File: config.mk
export PLATFORM = sky130hd
export DESIGN_NAME = comment_stripper_with_position_top
export DESIGN_NICKNAME = d
export VERILOG_FILES = /design/src/cswp_pkg.sv /design/src/comment_stripper_with_position_top.sv /design/src/cswp_core.sv
export SDC_FILE = /design/constraint.sdc
export NUM_CORES = 1
export LEC_CHECK = 0
export BUFFER_PORTS_ARGS = -buffer_cell sky130_fd_sc_hd__buf_2
export CAP_MARGIN = 5
export CORE_MARGIN = 1
export CORE_UTILIZATION = 55
export DETAILED_ROUTE_END_ITERATION = 7
export PLACE_DENSITY = 0.77
export RECOVER_POWER = 25
export SLEW_MARGIN = 30
export SYNTH_ARGS = -nofsm -noshare
export SYNTH_HDL_FRONTEND = slang
export SYNTH_SLANG_ARGS = --single-unit
File: constraint.sdc
create_clock -name clk -period 3.6 [get_ports clk]
set_clock_uncertainty 0.15 [all_clocks]
set_input_delay 0.36 -clock clk [delete_from_list [all_inputs] [get_ports clk]]
set_output_delay 0.36 -clock clk [all_outputs]
set_load 0.005 [all_outputs]
File: src/cswp_pkg.sv
// ----------------------------------------------------------------------------
// cswp_pkg
// Shared types and constants for the comment stripper with position tracking.
// ----------------------------------------------------------------------------
package cswp_pkg;

	localparam logic [7:0] COMMENT_CHAR_RESET = 8'd35;
	localparam logic [7:0] NEWLINE_BYTE       = 8'd10;
	localparam logic [7:0] PRINT_LOW          = 8'h20;
	localparam logic [7:0] PRINT_HIGH         = 8'h7E;
	localparam int unsigned ERR_POS_WIDTH     = 16;

	// One source byte as it enters the core
	typedef struct packed {
		logic [7:0] in_char;
		logic       is_last;
	} item_t;

	// One result of the core
	typedef struct packed {
		logic [7:0]               out_char;
		logic                     out_valid;
		logic                     done_res;
		logic                     unclosed_block;
		logic [ERR_POS_WIDTH-1:0] error_line;
		logic [ERR_POS_WIDTH-1:0] error_col;
	} result_t;

endpackage

File: src/comment_stripper_with_position_top.sv
// ----------------------------------------------------------------------------
// comment_stripper_with_position_top
// Streams source bytes and strips comments, reporting block comment position.
// ----------------------------------------------------------------------------
// Every input byte gives exactly one result, one byte per cycle sustained
// unless the output stalls: a byte is registered at the input, the comment
// and position logic reads it, and the result lands in an output register;
// a full output register does not stop the input while the result is being
// taken. The result's tuser bit says whether tdata carries a byte of the
// stripped text; tlast marks the result for the final byte, which also
// reports an unclosed block comment and the position of the last block toggle.
// The comment character register may only be written while no byte is in
// flight. After the final byte all tracking state returns to its reset value.
module comment_stripper_with_position_top #(
	parameter int unsigned POSITION_WIDTH = 16
) (
	input  logic        clk,
	input  logic        arst_n,
	// configuration
	input  logic        cfg_we,
	input  logic [7:0]  cfg_wdata,      // comment_char
	// input stream
	input  logic        s_axis_tvalid,
	output logic        s_axis_tready,
	input  logic [7:0]  s_axis_tdata,   // [7:0] in_char
	input  logic        s_axis_tlast,   // is_last
	// result stream
	output logic        m_axis_tvalid,
	input  logic        m_axis_tready,
	output logic [47:0] m_axis_tdata,   // [7:0] out_char, [8] unclosed_block,
	                                    // [24:9] error_line, [40:25] error_col,
	                                    // [47:41] zero
	output logic        m_axis_tlast,   // done_res
	output logic        m_axis_tuser    // out_valid
);

	logic [7:0]         comment_char_q;
	logic               valid_s1;
	cswp_pkg::item_t    item_s1;
	logic               valid_s2;
	cswp_pkg::result_t  res_s2;
	cswp_pkg::result_t  res_c;
	logic               advance;

	// Configuration register
	always_ff @(posedge clk or negedge arst_n) begin
		if (!arst_n) begin
			comment_char_q <= cswp_pkg::COMMENT_CHAR_RESET;
		end else if (cfg_we) begin
			comment_char_q <= cfg_wdata;
		end
	end

	// Output stage advances when empty or when the result is taken
	assign advance       = !valid_s2 || m_axis_tready;
	assign s_axis_tready = !valid_s1 || advance;

	// Input register
	always_ff @(posedge clk or negedge arst_n) begin
		if (!arst_n) begin
			valid_s1 <= 1'b0;
		end else if (s_axis_tready) begin
			valid_s1 <= s_axis_tvalid;
		end
	end

	always_ff @(posedge clk) begin
		if (s_axis_tready && s_axis_tvalid) begin
			item_s1.in_char <= s_axis_tdata;
			item_s1.is_last <= s_axis_tlast;
		end
	end

	cswp_core #(
		.POSITION_WIDTH (POSITION_WIDTH)
	) u_core (
		.clk          (clk),
		.arst_n       (arst_n),
		.step         (valid_s1 && advance),
		.item         (item_s1),
		.comment_char (comment_char_q),
		.result       (res_c)
	);

	// Result register
	always_ff @(posedge clk or negedge arst_n) begin
		if (!arst_n) begin
			valid_s2 <= 1'b0;
		end else if (advance) begin
			valid_s2 <= valid_s1;
		end
	end

	always_ff @(posedge clk) begin
		if (advance && valid_s1) begin
			res_s2 <= res_c;
		end
	end

	assign m_axis_tvalid = valid_s2;
	assign m_axis_tdata  = {7'd0, res_s2.error_col, res_s2.error_line,
	                        res_s2.unclosed_block, res_s2.out_char};
	assign m_axis_tlast  = res_s2.done_res;
	assign m_axis_tuser  = res_s2.out_valid;

endmodule

File: src/cswp_core.sv
// ----------------------------------------------------------------------------
// cswp_core
// Comment state, line/column tracking and result forming for one byte per
// cycle. State advances only when step is high.
// ----------------------------------------------------------------------------
module cswp_core #(
	parameter int unsigned POSITION_WIDTH = 16
) (
	input  logic                clk,
	input  logic                arst_n,
	input  logic                step,
	input  cswp_pkg::item_t     item,
	input  logic [7:0]          comment_char,
	output cswp_pkg::result_t   result
);

	localparam int unsigned PW = POSITION_WIDTH;
	localparam int unsigned EW = cswp_pkg::ERR_POS_WIDTH;

	logic          in_line_q, in_block_q, pend_q, prev_pr_q, started_q;
	logic [PW-1:0] line_q, col_q, mline_q, mcol_q, bline_q, bcol_q;

	logic          in_line_d, in_block_d, pend_d;
	logic [PW-1:0] line_d, col_d, mline_d, mcol_d, bline_d, bcol_d;
	logic          is_nl, is_cc, valid;
	logic [PW-1:0] col_inc;

	// Classify the byte
	assign is_nl = (item.in_char == cswp_pkg::NEWLINE_BYTE);
	assign is_cc = (item.in_char == comment_char);

	// Track position: column counts after a printable byte, newline wraps
	always_comb begin
		col_inc = (prev_pr_q && (col_q != '1)) ? col_q + 1'b1 : col_q;
		line_d  = line_q;
		col_d   = col_q;
		if (started_q) begin
			col_d = col_inc;
			if (is_nl) begin
				line_d = (line_q != '1) ? line_q + 1'b1 : line_q;
				col_d  = '0;
			end
		end
	end

	// Comment mode transitions
	always_comb begin
		in_line_d  = in_line_q;
		in_block_d = in_block_q;
		pend_d     = pend_q;
		mline_d    = mline_q;
		mcol_d     = mcol_q;
		bline_d    = bline_q;
		bcol_d     = bcol_q;
		valid      = 1'b0;
		if (pend_q) begin
			pend_d = 1'b0;
			if (is_cc) begin
				in_block_d = !in_block_q;
				bline_d    = mline_q;
				bcol_d     = mcol_q;
			end else if (is_nl) begin
				valid = 1'b1;
			end else begin
				in_line_d = 1'b1;
			end
		end else if (in_line_q) begin
			if (is_nl) begin
				in_line_d = 1'b0;
				valid     = 1'b1;
			end
		end else if (is_cc) begin
			if (item.is_last) begin
				in_line_d = 1'b1;
			end else begin
				pend_d  = 1'b1;
				mline_d = line_d;
				mcol_d  = col_d;
			end
		end else if (!in_block_q || is_nl) begin
			valid = 1'b1;
		end
	end

	// Form the result; error position saturates to the reported width when wider, else zero-extends
	generate
		if (PW > EW) begin : g_sat
			assign result.error_line = (|bline_d[PW-1:EW]) ? {EW{1'b1}} : bline_d[EW-1:0];
			assign result.error_col  = (|bcol_d[PW-1:EW])  ? {EW{1'b1}} : bcol_d[EW-1:0];
		end else if (PW == EW) begin : g_same
			assign result.error_line = bline_d;
			assign result.error_col  = bcol_d;
		end else begin : g_ext
			assign result.error_line = {{(EW-PW){1'b0}}, bline_d};
			assign result.error_col  = {{(EW-PW){1'b0}}, bcol_d};
		end
	endgenerate

	assign result.out_char       = valid ? item.in_char : 8'd0;
	assign result.out_valid      = valid;
	assign result.done_res       = item.is_last;
	assign result.unclosed_block = item.is_last && in_block_d;

	// Hold state; clear everything after the final byte of a text
	always_ff @(posedge clk or negedge arst_n) begin
		if (!arst_n) begin
			in_line_q  <= 1'b0;
			in_block_q <= 1'b0;
			pend_q     <= 1'b0;
			prev_pr_q  <= 1'b0;
			started_q  <= 1'b0;
			line_q     <= '0;
			col_q      <= '0;
			mline_q    <= '0;
			mcol_q     <= '0;
			bline_q    <= '1;
			bcol_q     <= '1;
		end else if (step) begin
			if (item.is_last) begin
				in_line_q  <= 1'b0;
				in_block_q <= 1'b0;
				pend_q     <= 1'b0;
				prev_pr_q  <= 1'b0;
				started_q  <= 1'b0;
				line_q     <= '0;
				col_q      <= '0;
				mline_q    <= '0;
				mcol_q     <= '0;
				bline_q    <= '1;
				bcol_q     <= '1;
			end else begin
				in_line_q  <= in_line_d;
				in_block_q <= in_block_d;
				pend_q     <= pend_d;
				prev_pr_q  <= (item.in_char >= cswp_pkg::PRINT_LOW) &&
				              (item.in_char <= cswp_pkg::PRINT_HIGH);
				started_q  <= 1'b1;
				line_q     <= line_d;
				col_q      <= col_d;
				mline_q    <= mline_d;
				mcol_q     <= mcol_d;
				bline_q    <= bline_d;
				bcol_q     <= bcol_d;
			end
		end
	end

endmodule
; ---- After elaboration in Yosys (flattened, before gate mapping)
; Index checks and enable logic that the tools add are counted.
[word_totals]
register_bits = 163
output_inout_bits = 52
elab_cells = 91
[classes]
addsub = 2
magnitude_cmp = 2
n_eq_ne = 8
n_mux = 43
reduce_logical = 14
[op_table]
columns = cell, count
row1 = 16-bit two-way mux, 22
row2 = "16-bit by 1-bit adder with 16-bit output, second input constant", 2
row3 = "16-bit inequality test, second input constant", 2
row4 = 1-bit two-way mux, 21
row5 = "8-bit by 4-bit equality test with 1-bit output, second input constant", 1
row6 = 8-bit equality test, 1
row7 = "8-bit by 6-bit >= comparator with 1-bit output, second input constant", 1
row8 = "8-bit by 7-bit less-or-equal comparator with 1-bit output, second input constant", 1
row9 = "3-bit inequality test, second input constant", 2
row10 = 1-bit logical AND, 5
row11 = "2-bit inequality test, second input constant", 2
row12 = 4-bit AND reduction, 1
row13 = 1-bit zero test, 3
row14 = 1-bit logical OR, 3
row15 = 3-bit AND reduction, 1
row16 = 2-bit nonzero test, 1

; ---- Depth between registers and ports, before layout
[depth]
depth_word = 9
depth_mapped = 8

; ---- By module
; From an unflattened synthesis, not the netlist that was laid out.
[unflattened]
hier_cells = 654
area_unflattened_um2 = 7703.6
[modules_own_cells]
columns = module, n_inst, cells_per_inst, area_per_inst_um2
row1 = cswp_core, 1, 569, 5661.7
row2 = comment_stripper_with_position_top, 1, 85, 2042.0

; ---- Worst setup path before layout
; Ideal clock, no wire load.
[synth_path]
kind = register to register
start = reg valid_s2, in the netlist m_axis_tvalid
end = reg u_core.col_q[13]
arrival_ns = 2.767
required_time_ns = 3.329
slack_ns = 0.562
stages_incl_launch_ff = 8
period_less_slack_ns = 3.038
cell_sequence = dfrtp_1 -> nor2b_1 -> nand2b_4 -> clkbuf_8 -> clkinv_1 -> clkbuf_1 -> o21ai_0 -> a22o_1
[synth_between]
elab_chain_cells = 3
[synth_lines]
columns = element, line_no
row1 = "start, declared", comment_stripper_with_position_top.sv:40  ; logic valid_s2;
row2 = "start signal, assigned", comment_stripper_with_position_top.sv:90  ; valid_s2 <= valid_s1;
row3 = 1-bit zero test, comment_stripper_with_position_top.sv:55  ; assign advance = !valid_s2 || m_axis_tready;
row4 = 1-bit logical OR, comment_stripper_with_position_top.sv:55
row5 = 1-bit logical AND, comment_stripper_with_position_top.sv:79  ; .step (valid_s1 && advance),
row6 = net u_core.step, cswp_core.sv:11  ; input logic step,
row7 = "end signal, assigned", cswp_core.sv:139  ; col_q <= col_d;
row8 = "end, declared", cswp_core.sv:21  ; logic [PW-1:0] line_q, col_q, mline_q, mcol_q, bline_q, bcol_q;
; The timed path passes the listed nets, and every way through them passes these cells.
; A chain may end at the register's enable or synchronous reset.

; ---- Final worst setup path
[layout_path]
start = reg item_s1[3] (netlist name)
end = reg u_core.bline_q[6]
[layout_between]
elab_chain_cells = 4
[layout_lines]
columns = element, line_no
row1 = "start, declared", comment_stripper_with_position_top.sv:39  ; cswp_pkg::item_t item_s1;
row2 = 8-bit equality test, cswp_core.sv:30  ; assign is_cc = (item.in_char == comment_char);
row3 = 16-bit two-way mux, cswp_core.sv:58  ; if (is_cc) begin
row4 = 16-bit two-way mux, cswp_core.sv:56  ; if (pend_q) begin
row5 = 16-bit two-way mux, cswp_core.sv:119  ; if (item.is_last) begin
row6 = "end signal, assigned", cswp_core.sv:142  ; bline_q <= bline_d;
row7 = "end, declared", cswp_core.sv:21
; No other way between the ends.

==> impl_metrics.py <==
metrics = {
    "synth": {
        "synth-seq-area-share": 0.5380,
        "netlist_instances": 744,
        "synthArstFlopShare": 0.6810,
        "syn-cell-area_sq_um": 8147,
        "synth_top_cell_by_area": "dfrtp_1",
        "ys_top_cells_by_area": "dfrtp_1 23%, edfxtp_1 19%, dfstp_2 11%",
        "synth_top_flop_cell": "dfrtp_1",
        "yosys_warnings": 0,
        "ys_seq_elements": 163,
        "synth_edf_count": 52,
        "synth.avg_cell_area_sq_um": 10.95,
        "synth.distinct_cells": 66,
        "synth_top_area_frac": 0.2335,
    },
    "timing": {
        "finalHoldViolations": 0,
        "rsz0062_at_grt": "no",
        "tightest_slew_ns": 0.7440,
        "report.final.slew_viol_count": 0,
        "fin_crit_sh": 0.7988,
        "min_period_ns": 2.876,
        "setup_viol": 0,
        "relSlewSlack": 0.5040,
        "fmax_mhz": 347.8,
        "setup_tns_ns": 0,
    },
    "clock_network": {
        "numCtsBuffers": 17,
        "clk_path_buf_depth": 2,
        "cts_root_buf": "clkbuf_16",
        "cts_tree": "yes",
        "worstSkewPairLatency_ns": 0.42,
        "h-tree-depth": 4,
        "path_clk_slew_ns": 0.06,
        "cts.sinks": 163,
        "cts_setup_buffers": 0,
    },
    "global_routing": {
        "grt_pass1_wl_um": 28340,
        "grt_overflow": 0,
        "grt_antenna_before_repair": 0,
        "track_usage": 0.2428,
        "grt_max_degree": 112,
        "grt_pass1_vias": 5597,
    },
    "die": {
        "die-area_sq_um": 15300,
        "die_height_um": 123.7,
        "core_area_sq_um": 14480,
        "num_rows": 44,
        "start_util": 0.5627,
        "ios": 74,
        "die_w_um": 123.7,
    },
    "power_and_ir_drop": {
        "power.leakage_nw": 3.696,
        "p_per_area_nw_per_um2": 549.3,
        "peakVddDrop_uv": 329.5,
    },
    "placement": {
        "gp_congestion": 0.8945,
        "place_area_sq_um": 8487,
        "dp_hpwl_um": 11270,
        "port_buffers": 66,
    },
    "detailed_routing": {
        "wl_met3_um": 1138,
        "finalWirelength_um": 17460,
        "ant_nets": 0,
        "drtPass1Iterations": 6,
        "wl_met2_um": 8074,
        "drc": 0,
        "vias": 5991,
        "drt_iter0_markers": 723,
        "wl_met1_um": 7918,
        "dr.max_layer_used": "met4",
        "routed_via_density": 6.033,
        "wl_per_cell_um": 17.58,
    },
    "cells_and_area": {
        "final_area_sq_um": 9168,
        "drive_above_1_share": 0.2485,
        "area_growth_pct": 12.53,
        "finalNetCount": 820,
        "insertedDiodeCount": 0,
    },
    "worst_setup_path": {
        "critPathLaunchType": "flop",
        "crit_path_cell_trace": "xnor2_1, nand4_1, or3_2, buf_4, nand2b_1, buf_4, o21a_1",
        "path_class": "flop to flop",
        "endpoint_kind": "flop",
        "crit_fanout": 68,
        "cp_slowest_cell": "or3_2",
        "cp.required_ns": 3.80,
        "max_stage_delay_ns": 0.53,
        "arrival_ns": 3.08,
        "cpMostUsedCell": "buf_4",
    },
    "worst_hold_path": {
        "min-delay-path-class": "primary input to flop",
    },
    "status": {
        "status": "complete, no violations",
    },
    "run": {
        "drv_cap": 0,
    },
}
placed cells by master, fill, tap and decap left out, types with 7 or more instances in the layout:
cell type,instances
a21oi_1,55
a22o_1,19
and2_1,10
and4_1,7
buf_2,65
clkbuf_16,17
conb_1,7
dfrtp_1,76
dfstp_2,32
dlygate4sd3_1,11
edfxtp_1,52
inv_1,12
mux2_2,49
mux2i_1,14
nand2_1,39
nand3_1,21
nand4_1,15
nor2_1,87
nor3_1,8
o21a_1,32
o21ai_0,40
or3_1,9
xnor2_1,16
final timing paths:
kind,startpoint,endpoint,slack [ns],cells past startpoint
worst max-delay path,item_s1[3],u_core.bline_q[6],0.72,7
worst min-delay path,cfg_wdata[4],comment_char_q[4],0.01,2
worst max register to register,item_s1[3],u_core.bline_q[6],0.72,7
worst min register to register,u_core.mcol_q[11],u_core.bcol_q[11],0.34,1
max in group asynchronous,arst_n,valid_s1,2.35,3
min in group asynchronous,arst_n,u_core.mcol_q[7],0.44,3
critical path: cells and delay by family, from the launching register on:
kind,cells,cell delay [ns]
simple gates,3,1.06
buf+inv,2,0.65
flops,1,0.47
xor+xnor,1,0.21
compound gates,1,0.21
where the power goes:
group	internal [W]	switching, W
registers	0.00231	0.000174
logic	0.000387	0.000387
clock network	0.00104	0.000734
synthesized netlist by cell type (all sizes together), types with 21 or more instances:
master	n
a21oi	55
buf	25
clkbuf	33
dfrtp	76
dfstp	35
edfxtp	52
mux2	49
nand2	39
nand3	21
nor2	87
o21a	32
o21ai	42
cell type report:
type                       instances  area [sq um]
fill                            1086          5311
sequential                       163          4383
multi-input combinational        516          3407
timing repair buffer              85         524.3
clock buffer                      21         450.4
tap                              184         230.2
clock inverter                    11         123.9
inverter                          13         48.80
stage by stage:
step	total power, W	cells	utilization	worst slack, ns	hold WS (ns)
global route	0.005272	993	0.6332	0.5484	0.006232
detailed placement	0.003277	950	0.5862	0.7537	0.3328
floorplan	0.003018	750	-	0.5623	-0.08559
global placement	0.003220	950	0.5862	0.8889	0.3176
CTS	0.005062	993	0.6334	0.7499	0.002052
finish	0.005036	993	0.6332	0.7244	0.01462
logic make-up after synthesis:
group / count (synthesis) / share of synthesized area
AOI/OAI and AO/OA: 184 / 0.1474
xor gates and xnor gates: 22 / 0.02365
adders and majority gates: 2 / 0.003071
buffers and inverters: 71 / 0.04730
DFF: 163 / 0.5380
muxes: 63 / 0.08493
other: 1 / 0.0004603
and+or+nand+nor: 238 / 0.1551
state kept, by name (all words and copies together), names as in the netlist, 8 cells and up:
register        flops
m_axis_tdata       41
item_s1             9
u_core.mcol_q      16
u_core.line_q      16
u_core.col_q       16
comment_char_q      8
u_core.bline_q     16
u_core.bcol_q      16
u_core.mline_q     16
routing by layer:
metal | up-vias | track usage
met5 | - | 0
met4 | 0 | 0.09337
met3 | 29 | 0.05403
met2 | 248 | 0.3712
met1 | 2910 | 0.3376
li1 | 2804 | -
repair_timing:
action                    in CTS  in global routing
resized for setup              0                  0
hold endpoints to repair      86                  0
hold buffers                  11                  0
Power figures use the tool's default switching activity.
